==> config.mk <==
export PLATFORM = sky130hd
export DESIGN_NAME = pce_queue
export DESIGN_NICKNAME = d
export VERILOG_FILES = /design/src/rtl/core/pce_pkg.sv /design/src/rtl/core/pce_queue.sv
export SDC_FILE = /design/constraint.sdc
export NUM_CORES = 1
export LEC_CHECK = 0
export BUFFER_PORTS_ARGS = -buffer_cell sky130_fd_sc_hd__buf_2
export CAP_MARGIN = 20
export CORE_MARGIN = 3
export CORE_UTILIZATION = 47
export DETAILED_ROUTE_END_ITERATION = 8
export PLACE_DENSITY_LB_ADDON = 0.2
export SLEW_MARGIN = 15
export SYNTH_ARGS = -nofsm -noshare
export SYNTH_HDL_FRONTEND = slang
export SYNTH_SLANG_ARGS = --single-unit
==> constraint.sdc <==
create_clock -name clk -period 7.49 [get_ports clk]
set_input_delay 1.498 -clock clk [delete_from_list [all_inputs] [get_ports clk]]
set_output_delay 1.498 -clock clk [all_outputs]
set_load 0.1 [all_outputs]
==> src/rtl/core/pce_pkg.sv <==
// Shared constants, types and sequencer states of the Pearson correlation engine.
package pce_pkg;

	localparam int MAX_LENGTH = 4096;
	localparam int CNT_W      = $clog2(MAX_LENGTH + 1);
	localparam int SX_W       = 20;
	localparam int SY_W       = 28;
	localparam int SXX_W      = 27;
	localparam int SYY_W      = 43;
	localparam int SXY_W      = 36;
	localparam int Q_DEPTH    = 2;
	localparam int Q_PTR_W    = $clog2(Q_DEPTH);
	localparam int Q_CNT_W    = $clog2(Q_DEPTH + 1);

	typedef struct packed {
		logic [CNT_W-1:0] n;
		logic [SX_W-1:0]  sx;
		logic [SY_W-1:0]  sy;
		logic [SXX_W-1:0] sxx;
		logic [SYY_W-1:0] syy;
		logic [SXY_W-1:0] sxy;
	} sums_t;

	typedef enum logic [6:0] {
		ST_IDLE = 7'b0000001,
		ST_MUL  = 7'b0000010,
		ST_SUB  = 7'b0000100,
		ST_SQR  = 7'b0001000,
		ST_DIV  = 7'b0010000,
		ST_ROOT = 7'b0100000,
		ST_OUT  = 7'b1000000
	} back_state_t;

endpackage

==> src/rtl/core/pce_queue.sv <==
// Two-entry queue of finished sum sets between front and back.
module pce_queue import pce_pkg::*; (
	input  logic  clk,
	input  logic  arst_n,
	input  logic  wr_en,
	input  sums_t wr_data,
	input  logic  rd_en,
	output sums_t rd_data,
	output logic  rd_valid,
	output logic  full
);

	sums_t               mem_q [Q_DEPTH];
	logic [Q_PTR_W-1:0]  wp_q;
	logic [Q_PTR_W-1:0]  rp_q;
	logic [Q_CNT_W-1:0]  cnt_q;
	logic                do_wr;
	logic                do_rd;

	assign full     = cnt_q == Q_CNT_W'(Q_DEPTH);
	assign rd_valid = cnt_q != '0;
	assign rd_data  = mem_q[rp_q];
	assign do_wr    = wr_en && !full;
	assign do_rd    = rd_en && rd_valid;

	always_ff @(posedge clk) begin
		if (do_wr) begin
			mem_q[wp_q] <= wr_data;
		end
	end

	always_ff @(posedge clk or negedge arst_n) begin
		if (!arst_n) begin
			wp_q  <= '0;
			rp_q  <= '0;
			cnt_q <= '0;
		end else begin
			if (do_wr) begin
				wp_q <= wp_q + Q_PTR_W'(1);
			end
			if (do_rd) begin
				rp_q <= rp_q + Q_PTR_W'(1);
			end
			case ({do_wr, do_rd})
				2'b10:   cnt_q <= cnt_q + Q_CNT_W'(1);
				2'b01:   cnt_q <= cnt_q - Q_CNT_W'(1);
				default: cnt_q <= cnt_q;
			endcase
		end
	end

endmodule

Word-level counts from Yosys, hierarchy flattened

Memories as Yosys holds them, arrays and structs flattened.
Index checks and enable logic that the tools add are counted.
W data, S select, Z words.

Add/subtract/negate cells: 4
Equal/unequal tests: 3
Muxes and demuxes: 3
Reduce and logical (&&, ||, !) cells: 5

Operator list:

| kind                  | count |
|---|---|
| $eq A2 B2 Y1 const B  | 2 |
| $pmux W2 S2           | 1 |
| $reduce_bool A2 Y1    | 2 |
| $add A1 B1 Y1 const B | 2 |
| $add A2 B1 Y2 const B | 1 |
| $eq A2 B1 Y1 const B  | 1 |
| $logic_and A1 B1 Y1   | 2 |
| $mux W1               | 2 |
| $sub A2 B1 Y2 const B | 1 |
| $logic_not A1 Y1      | 1 |

Flip-flop bits (word level): 4
Memory bits (writable): 334
Input port bits: 171
Output and inout port bits: 169
Word-level logic and storage cells: 19
Memories kept: 1

Memories:

| memory | words | width | rd ports | clocked after memory_dff | wr ports | RTL line        | source |
|---|---|---|---|---|---|---|---|
| mem_q  | 2     | 167   | 1        | 0                        | 1        | pce_queue.sv:13 | `sums_t mem_q [Q_DEPTH];` |

Longest topological paths before layout

Word-level depth: 5
Mapped depth: 6
Mapped depth without buffers: 6

Least setup slack after synthesis

OpenSTA, ideal clock, no wires.

Path kind: input-to-reg
From: input wr_en
To: memory mem_q[0][0] (netlist bit), enable pin
Setup time: 0.696 ns
Arrival time: 8.520 ns
Required time: 6.794 ns
Path slack: -1.726 ns
Stages on the path: 2
Path buffers: 0
Path through: nand2_1 > nor2_1

Cells in the longest elaborated chain, start to end: 3

Ends and longest elaborated chain:

| element                       | RTL line        | source |
|---|---|---|
| start: declaration            | pce_queue.sv:5  | `input logic wr_en,` |
| $logic_and A1 B1 Y1           | pce_queue.sv:23 | `assign do_wr = wr_en && !full;` |
| $mux W1                       | pce_queue.sv:27 | `if (do_wr) begin` |
| $mux W1 (not written as such) | pce_queue.sv:28 | `mem_q[wp_q] <= wr_data;` |
| end: declaration              | pce_queue.sv:13 |  |

Every way passes these cells.

==> results.txt <==
Fin crit share - 0.584
Router iterations before antenna repair - 4
Initial antenna violation count - 11
HP Class - register to register
Slew Limit Fails - 0
Worst slew margin - 0.239
GRT Residual Overflow - 0
Number of synthesis warnings - 0
I/O Pins - 340
GRT Resource Usage Total - 0.163
DR vias/cell - 4.97
HPWL Detailed - 16100 µm
CTS H-tree lvls - 2
Drc violations - 0
Maxcap violations - 0
Die ar. - 0.0290 mm²
Core Rows - 59
Num CTS Buffers - 36
CP required - 5.99 ns
Via count - 6259
# hold bufs at CTS - 0
Net count, final - 1071
Final period demand of the worst path - 4.37 ns
Clk slew on worst S/H paths - 0.05 ns
Setup bufs post-CTS - 0
DIE WIDTH - 170 µm
Startpoint Class - register
DRT iter0 DRCs - 346
First-pass GRT wire length - 36400 µm
Hold Fails Final Rpt - 0
Clock Path Buffers - 3
Number of global-route vias before repair - 6520
Post-Syn Area per Cell - 23.6 µm²
Status - finished clean
Area Overhead vs Synth - 24.0%
CTS tree - done
Port Buffers - 339
Root Driver - clkbuf_16
RePlAce Congestion - 0.703
Yosys reg bits - 338
Placeable Area - 0.0263 mm²
CTS Sinks - 338
Wirelength per Cell - 19.7 µm
# resized after CTS - 0
Least-Margin Pin Slew - 1.14 ns
Layout cells sized above 1 - 0.604
Worst Path Arrival - 2.88 ns
Worst Skew - 0.0135 ns
Worst skew pair latency - 0.50 ns
Netlist Area Pre-Place - 0.0127 mm²
Mapped Cells - 538
Setup TNS - 0 ns
Unique masters post-synth - 16
Crit Path Max Fanout - 145
Setup crit end kind - output pin
Fmax - 229 MHz
Setup Viol. Count Final - 0
Detailed Route WL - 24900 µm
Pin count of the biggest net entering global routing - 146
FILL cells - 2002
Sequential-to-total area share from yosys stat - 0.799
RSZ-0062 raised after global routing - no
DRT antenna net count - 0
Die height - 170 µm
Initial Util - 0.482
WS Path Type - register to output pin
Post-Syn Nets - 710
-- synthesized netlist by cell type --
cell,instances,share of area
nand2b_1,1,0.00049
and2_1,1,0.00049
ha_1,1,0.00099
xnor2_1,3,0.0021
dfrtp_1,4,0.0079
inv_1,1,0.00030
buf_2,4,0.0016
and3_1,1,0.00049
buf_6,15,0.013
mux2_2,66,0.059
nor2_1,2,0.00059
or2_2,1,0.00049
mux2_4,101,0.12
edfxtp_1,334,0.79
xor2_1,2,0.0014
nand2_1,1,0.00030
-- through the flow --
stage,std cells,cell area [µm²],util,worst slack (ns),hold WS [ns]
2_1_floorplan,538,12700,-,1.10,0.456
3_3_place_gp,1196,14700,0.559,3.66,0.472
3_5_place_dp,1196,14700,0.559,3.67,0.479
4_1_cts,1257,15700,0.598,3.14,0.488
5_1_grt,1260,15700,0.598,3.01,0.503
6_report,1260,15700,0.598,3.12,0.488
-- registers in the layout (all words and copies together), names as in the netlist --
name	cells
cnt_q	2
mem_q	334
rp_q	1
wp_q	1
-- cell type report --
class,instances,area (µm²),share of cell area
antenna,3,7.51,0.000478
tap,335,419,0.0267
clock inverter,15,70.1,0.00446
sequential,338,10100,0.645
inverter,1,3.75,0.000239
multi-input combinational,180,2360,0.150
clock buffer,46,960,0.0611
timing repair buffer,342,1760,0.112
-- metal layers --
layer	GRT usage	share of wire	up-vias	routed length [µm]
li1	-	-	2869	-
met1	0.192	0.38	3055	9470
met2	0.264	0.48	259	11900
met3	0.0762	0.11	60	2660
met4	0.0589	0.031	16	778
met5	0	0.0037	-	93
-- final timing paths --
kind / from / to / slack (ns) / cells after the start
hold / removal: cnt_q[1] / cnt_q[1] / 0.49 / 1
max in group asynchronous: arst_n / rp_q / 6.53 / 1
setup / recovery: rp_q / rd_data[48] / 3.12 / 3
min in group asynchronous: arst_n / rp_q / 0.81 / 1
setup reg to reg: cnt_q[0] / mem_q[0][151] / 4.81 / 4
hold reg to reg: cnt_q[1] / cnt_q[1] / 0.49 / 1
-- logic make-up (layout without fill, tap and decap cells) --
logic type | count (synthesis) | in the layout | share of synthesized area
flops | 338 | 338 | 0.799
mux | 167 | 167 | 0.178
buf+inv | 20 | 404 | 0.0152
simple gates | 7 | 7 | 0.00286
xor+xnor | 5 | 5 | 0.00346
fa+ha+maj | 1 | 1 | 0.000987
other cells | 0 | 3 | 0
-- placed cells by master (no fill, tap or decap) --
cell	n
nand2_1	1
inv_1	1
xor2_1	2
nor2_4	1
diode_2	3
ha_1	1
edfxtp_1	334
xnor2_1	3
and3_4	1
mux2_2	66
mux2_4	101
and2_1	1
dfrtp_1	3
nand2b_1	1
buf_12	3
clkinv_2	5
or2_2	1
clkinvlp_4	2
clkbuf_1	9
clkbuf_16	37
buf_2	339
clkinv_1	8
dfrtp_4	1
nor2_1	1
-- critical path: stages (launching register included) --
cell and delay [ns]:
dfrtp_4 0.67, buf_12 0.68, mux2_4 0.31, buf_2 0.43
Power is not shown: default switching activity piles up to over one toggle a cycle in this logic, so the estimate is an artifact.
