## config.mk

```make
export PLATFORM = sky130hd
export DESIGN_NAME = pce_front
export DESIGN_NICKNAME = d
export VERILOG_FILES = /design/src/rtl/core/pce_pkg.sv /design/src/rtl/core/pce_front.sv
export SDC_FILE = /design/constraint.sdc
export NUM_CORES = 2
export LEC_CHECK = 0
export ABC_CLOCK_PERIOD_IN_PS = 20300
export BUFFER_PORTS_ARGS = -buffer_cell sky130_fd_sc_hd__clkbuf_2
export CORE_MARGIN = 1
export CORE_UTILIZATION = 69
export DETAILED_ROUTE_END_ITERATION = 10
export GPL_ROUTABILITY_DRIVEN = 0
export PLACE_DENSITY = 0.95
export SLEW_MARGIN = 30
export SYNTH_ARGS = -nofsm -noshare
export SYNTH_HDL_FRONTEND = slang
export SYNTH_SLANG_ARGS = --single-unit
```

## constraint.sdc

```tcl
create_clock -name clk -period 20.3 [get_ports clk]
set_input_delay 4.06 -clock clk [delete_from_list [all_inputs] [get_ports clk]]
set_output_delay 4.06 -clock clk [all_outputs]
set_load 0.005 [all_outputs]
```

## src/rtl/core/pce_pkg.sv

```systemverilog
// Shared constants, types and sequencer states of the Pearson correlation engine.
package pce_pkg;

	localparam int MAX_LENGTH = 4096;
	localparam int CNT_W      = $clog2(MAX_LENGTH + 1);
	localparam int SX_W       = 20;
	localparam int SY_W       = 28;
	localparam int SXX_W      = 27;
	localparam int SYY_W      = 43;
	localparam int SXY_W      = 36;
	localparam int Q_DEPTH    = 2;
	localparam int Q_PTR_W    = $clog2(Q_DEPTH);
	localparam int Q_CNT_W    = $clog2(Q_DEPTH + 1);

	typedef struct packed {
		logic [CNT_W-1:0] n;
		logic [SX_W-1:0]  sx;
		logic [SY_W-1:0]  sy;
		logic [SXX_W-1:0] sxx;
		logic [SYY_W-1:0] syy;
		logic [SXY_W-1:0] sxy;
	} sums_t;

	typedef enum logic [6:0] {
		ST_IDLE = 7'b0000001,
		ST_MUL  = 7'b0000010,
		ST_SUB  = 7'b0000100,
		ST_SQR  = 7'b0001000,
		ST_DIV  = 7'b0010000,
		ST_ROOT = 7'b0100000,
		ST_OUT  = 7'b1000000
	} back_state_t;

endpackage

```

## src/rtl/core/pce_front.sv

```systemverilog
// Front end: accepts sample pairs, keeps the running sums, hands off a vector on its last pair.
module pce_front import pce_pkg::*; (
	input  logic              clk,
	input  logic              arst_n,
	input  logic              push,
	input  logic signed [7:0] x_sample,
	input  logic signed [15:0] y_sample,
	input  logic              last_pair,
	input  logic              q_full,
	output logic              wr_en,
	output sums_t             wr_data
);

	sums_t             sum_q;
	sums_t             nxt;
	logic              accept;
	logic              acc_en;
	logic signed [15:0] xx;
	logic signed [31:0] yy;
	logic signed [23:0] xy;

	assign accept = push && !q_full;
	assign acc_en = sum_q.n < CNT_W'(MAX_LENGTH);
	assign xx     = x_sample * x_sample;
	assign yy     = y_sample * y_sample;
	assign xy     = x_sample * y_sample;

	always_comb begin
		nxt.n   = sum_q.n + CNT_W'(1);
		nxt.sx  = sum_q.sx + {{(SX_W-8){x_sample[7]}}, x_sample};
		nxt.sy  = sum_q.sy + {{(SY_W-16){y_sample[15]}}, y_sample};
		nxt.sxx = sum_q.sxx + {{(SXX_W-15){1'b0}}, xx[14:0]};
		nxt.syy = sum_q.syy + {{(SYY_W-31){1'b0}}, yy[30:0]};
		nxt.sxy = sum_q.sxy + {{(SXY_W-24){xy[23]}}, xy};
	end

	assign wr_en   = accept && last_pair;
	assign wr_data = acc_en ? nxt : sum_q;

	always_ff @(posedge clk or negedge arst_n) begin
		if (!arst_n) begin
			sum_q <= '0;
		end else if (accept) begin
			if (last_pair) begin
				sum_q <= '0;
			end else if (acc_en) begin
				sum_q <= nxt;
			end
		end
	end

endmodule

```

Yosys cells after proc, flatten, opt, wreduce, memory -nomap -nowiden:

Cells that the tools add are included.

* bits in registers: 167
* input bits: 29
* output and inout port bits: 168
* logic and storage cells: 21

* $add $sub $neg: 6
* multipliers: 3
* $lt $le $gt $ge: 1
* muxes and demuxes: 2
* reductions and logical operators: 3

Operator list (count)
* $mux W167: 2
* $add A43 B31 Y43: 1
* $add A36 B36 Y36: 1
* $mul A16 B16 Y31: 1
* $add A28 B28 Y28: 1
* $add A27 B15 Y27: 1
* $mul A8 B16 Y24: 1
* $add A20 B20 Y20: 1
* $mul A8 B8 Y15: 1
* $add A13 B1 Y13 const B: 1
* $lt A13 B13 Y1 const B: 1
* $logic_and A1 B1 Y1: 2
* $logic_not A1 Y1: 1

Depth between registers and ports, before layout:

* depth after elaboration: 4
* gate-level depth with buffers: 38
* gate-level depth less buffers: 36

Worst setup path before layout:

OpenSTA, ideal clock, no wires.

* kind: input port to output port
* from: input y_sample[10]
* to: output wr_data[71] (netlist bit)
* data arrival time: 12.019 ns
* required time: 16.240 ns
* setup slack: 4.221 ns
* cell stages on the path: 36
* buffers on the path: 3
* path through: clkbuf_1 clkbuf_1 and2_1 fa_1 inv_1 fa_1 fa_1 fa_1 inv_1 fa_1 inv_1 fa_1 inv_1 ha_1 or3_1 or3_1 o21ai_0 a21oi_1 a2111oi_0 nor2_1 o21a_1 nor2_1 o21ai_0 xor2_1 ha_1 a21o_1 a21o_1 a21o_1 a31o_2 a21oi_1 o31ai_4 a31oi_1 or2_0 buf_2 nor2_1 xnor2_1

RTL lines
* start, declared: line pce_front.sv:7 `input logic signed [15:0] y_sample,`
* end, declared: line pce_front.sv:11 `output sums_t wr_data`

==> summary.txt <==
Synth
  – Yosys reg bits: 167
  – XOR/XNOR Fraction of Synth Area: 0.0700
  – Async S/R FF share, synth: 1.00
  – Post-Synthesis Cells: 3,415
  – Yosys top cell area share: 0.257
  – Synth Net Count: 4,108
  – Post-synth EDFFs: 0
  – Synth cell types: 71
  – Multiplexer share of the synthesized area: 0.00646
  – Largest family of logic cells by synthesized area: adder cells
  – Top_reg_cell synth: dfrtp_1
  – Simple-gate share of the synthesized area: 0.140
  – Synth Area in Adders: 0.380
  – Yosys warns: 0
  – Post-synthesis sequential area ratio: 0.143
  – Area leader, netlist: fa_1
  – Synth area leaders: fa_1 26%, dfrtp_1 14%, ha_1 12%
  – Post-Syn Area per Cell: 8.57 sq um
  – Synth Area in Compound Gates: 0.170
  – Synth Cell Area: 29,300 sq um

CTS
  – Clock slew at the register clock pins of the worst setup and hold paths: 0.07 ns
  – Post-CTS Setup Bufs: 0
  – Root Driver: clkbuf_16
  – Latest clock arrival within the worst-skew pair: 0.48 ns
  – Number of CTS-inserted buffers: 17
  – CTS tree: yes
  – # hold bufs at CTS: 0
  – CTS Sinks: 167
  – # resized after CTS: 0
  – H-Tree Depth: 4
  – Clock tree buffer depth: 2

Run
  – Max cap viols: 0

Floorplan
  – I/O pin count: 197
  – Core Rows: 75
  – Initial core utilization: 0.699
  – Die X: 208 um
  – Die Height: 208 um
  – Core area: 41,900 sq um
  – Full die area: 43,200 sq um

Global routing
  – Largest net degree at the start of global routing: 103
  – Gr busiest metal: met2
  – Antenna violations before repair: 4
  – Number of global-route vias before repair: 26.6k
  – First-pass GRT wire length: 132,000 um
  – Grt met2 use: 0.625
  – All-Layer GR Usage: 0.383
  – Met3 Track Usage GR: 0.0948
  – Gr ovfl total: 0
  – M1 GR Usage: 0.450

STA
  – Final clock skew: 0.0199 ns
  – Hold_ws: 0.509 ns
  – Endpoints failing setup: 0
  – TNS Setup: 0 ns
  – Setup ws final: 2.54 ns
  – Max-slew violations: 0
  – Achievable frequency: 0.0563 GHz
  – Fin crit share: 0.875
  – Final hold viol count: 0
  – Least-Margin Pin Slew: 1.05 ns
  – Normalized max-slew margin: 0.296
  – Min Tclk post-route: 17.76 ns
  – RSZ-0062 raised after global routing: false

Finish
  – Area of the multi-input gates: 22,500 sq um
  – Final Non-Filler Cells: 4,062
  – Biggest register: sum_q
  – Layout cells sized above 1: 0.0829
  – FF+latch area: 4180 sq um
  – Most frequent cells in the layout: 556 x inv_1, 379 x nand2_1, 376 x fa_1
  – Biggest regs: sum_q: 167 flops
  – Max reg flops: 167
  – # fillers: 2,699
  – Final net count: 4,202
  – Area delta synth->final: 6.57%
  – Commonest non-fill, non-tap cell in the layout: inv_1

Worst setup path
  – Critical path's slowest cell: a2111oi_1
  – Critical path arrival: 13.70 ns
  – Setup Crit Path Kind: primary input to output port
  – Slowest Stage Delay on Critical Path: 0.81 ns
  – CP Max Fanout: 40
  – Setup crit end kind: output port
  – Critical Path RT: 16.24 ns
  – Crit start category: primary input

Routing
  – Vias after detailed routing: 25.7k
  – Iter 0 DRT Violations: 2,753
  – DR WL/cell: 20.0 um
  – DRT antenna net count: 0
  – Drc violations: 0
  – DR vias/cell: 6.34
  – Final WL: 81,100 um
  – Iteration count of the initial detailed-routing pass: 9

Placement
  – Port Buffer Count: 196
  – DP Wirelength: 60,400 um
  – Pre-CTS setup slack: 2.57 ns
  – Dpl cells: 4,027

Hold path
  – Hold Path Class: register to register

Outcome
  – Status: completed
[routing by layer]
metal  part of all wire  routed length (um)
met1               0.36               28800
met2               0.47               38200
met3              0.098                7950
met4              0.076                6160
met5            0.00036                  29
[path summary, 6_finish.rpt]
kind / from / end / slack [ns] / depth (start not counted)
max: y_sample[15] / wr_data[71] / 2.54 / 36
min: sum_q[105]$_DFFE_PN0P_ / sum_q[105]$_DFFE_PN0P_ / 0.51 / 1
max reg2reg: sum_q[107]$_DFFE_PN0P_ / sum_q[133]$_DFFE_PN0P_ / 16.13 / 12
min reg2reg: sum_q[105]$_DFFE_PN0P_ / sum_q[105]$_DFFE_PN0P_ / 0.51 / 1
max in group asynchronous: arst_n / sum_q[166]$_DFFE_PN0P_ / 15.60 / 2
min in group asynchronous: arst_n / sum_q[39]$_DFFE_PN0P_ / 3.55 / 1
[cell families (layout without fill, tap and decap cells)]
| group | Yosys count | count (layout) |
|---|---|---|
| flops | 167 | 167 |
| simple gates | 874 | 874 |
| other cells | 0 | 1 |
| fa+ha+maj | 664 | 664 |
| mux | 17 | 17 |
| xor+xnor | 234 | 234 |
| buf+inv | 701 | 808 |
| compound gates | 758 | 758 |
[Yosys cell counts, types with 16 or more instances]
cell / number
clkbuf_1: 132
fa_1: 376
nor2b_1: 29
a31oi_1: 21
xnor2_1: 160
o21bai_1: 24
nor2_1: 153
nor3_1: 25
o21a_1: 29
nand2_1: 379
a21oi_1: 138
o221ai_1: 16
xor2_1: 74
dfrtp_1: 167
nand3_1: 35
nand4_1: 25
ha_1: 288
nand2b_1: 44
and2_1: 120
o21ai_0: 246
o31ai_1: 25
a22o_1: 86
inv_1: 556
a21o_1: 83
[worst max-delay path: cells and delay by family]
kind	cells	cell delay, ns
adders and majority gates	8	3.56
AOI/OAI and AO/OA	10	2.64
and+or+nand+nor	7	1.50
buffers and inverters	8	1.34
xor gates and xnor gates	3	0.54
[area by class of cell]
type / instances / share of cell area
diodes: 1 / 0.0000803
multi-input cells: 2547 / 0.720
clock buffers: 19 / 0.0139
well taps: 539 / 0.0216
inverters: 558 / 0.0672
clock inverters: 13 / 0.00478
flip-flops and latches: 167 / 0.134
repair buffers: 218 / 0.0380
[per-stage QoR]
stage / cell area, sq um / utilization
after floorplan: 29300 / -
after global placement: 30500 / 0.730
after detailed placement: 30500 / 0.730
after CTS: 31100 / 0.744
after global routing: 31200 / 0.745
final: 31200 / 0.745
Power is left out: the tool's default activity adds up to more than one toggle a clock period on the data nets, which glitch-free logic cannot reach.
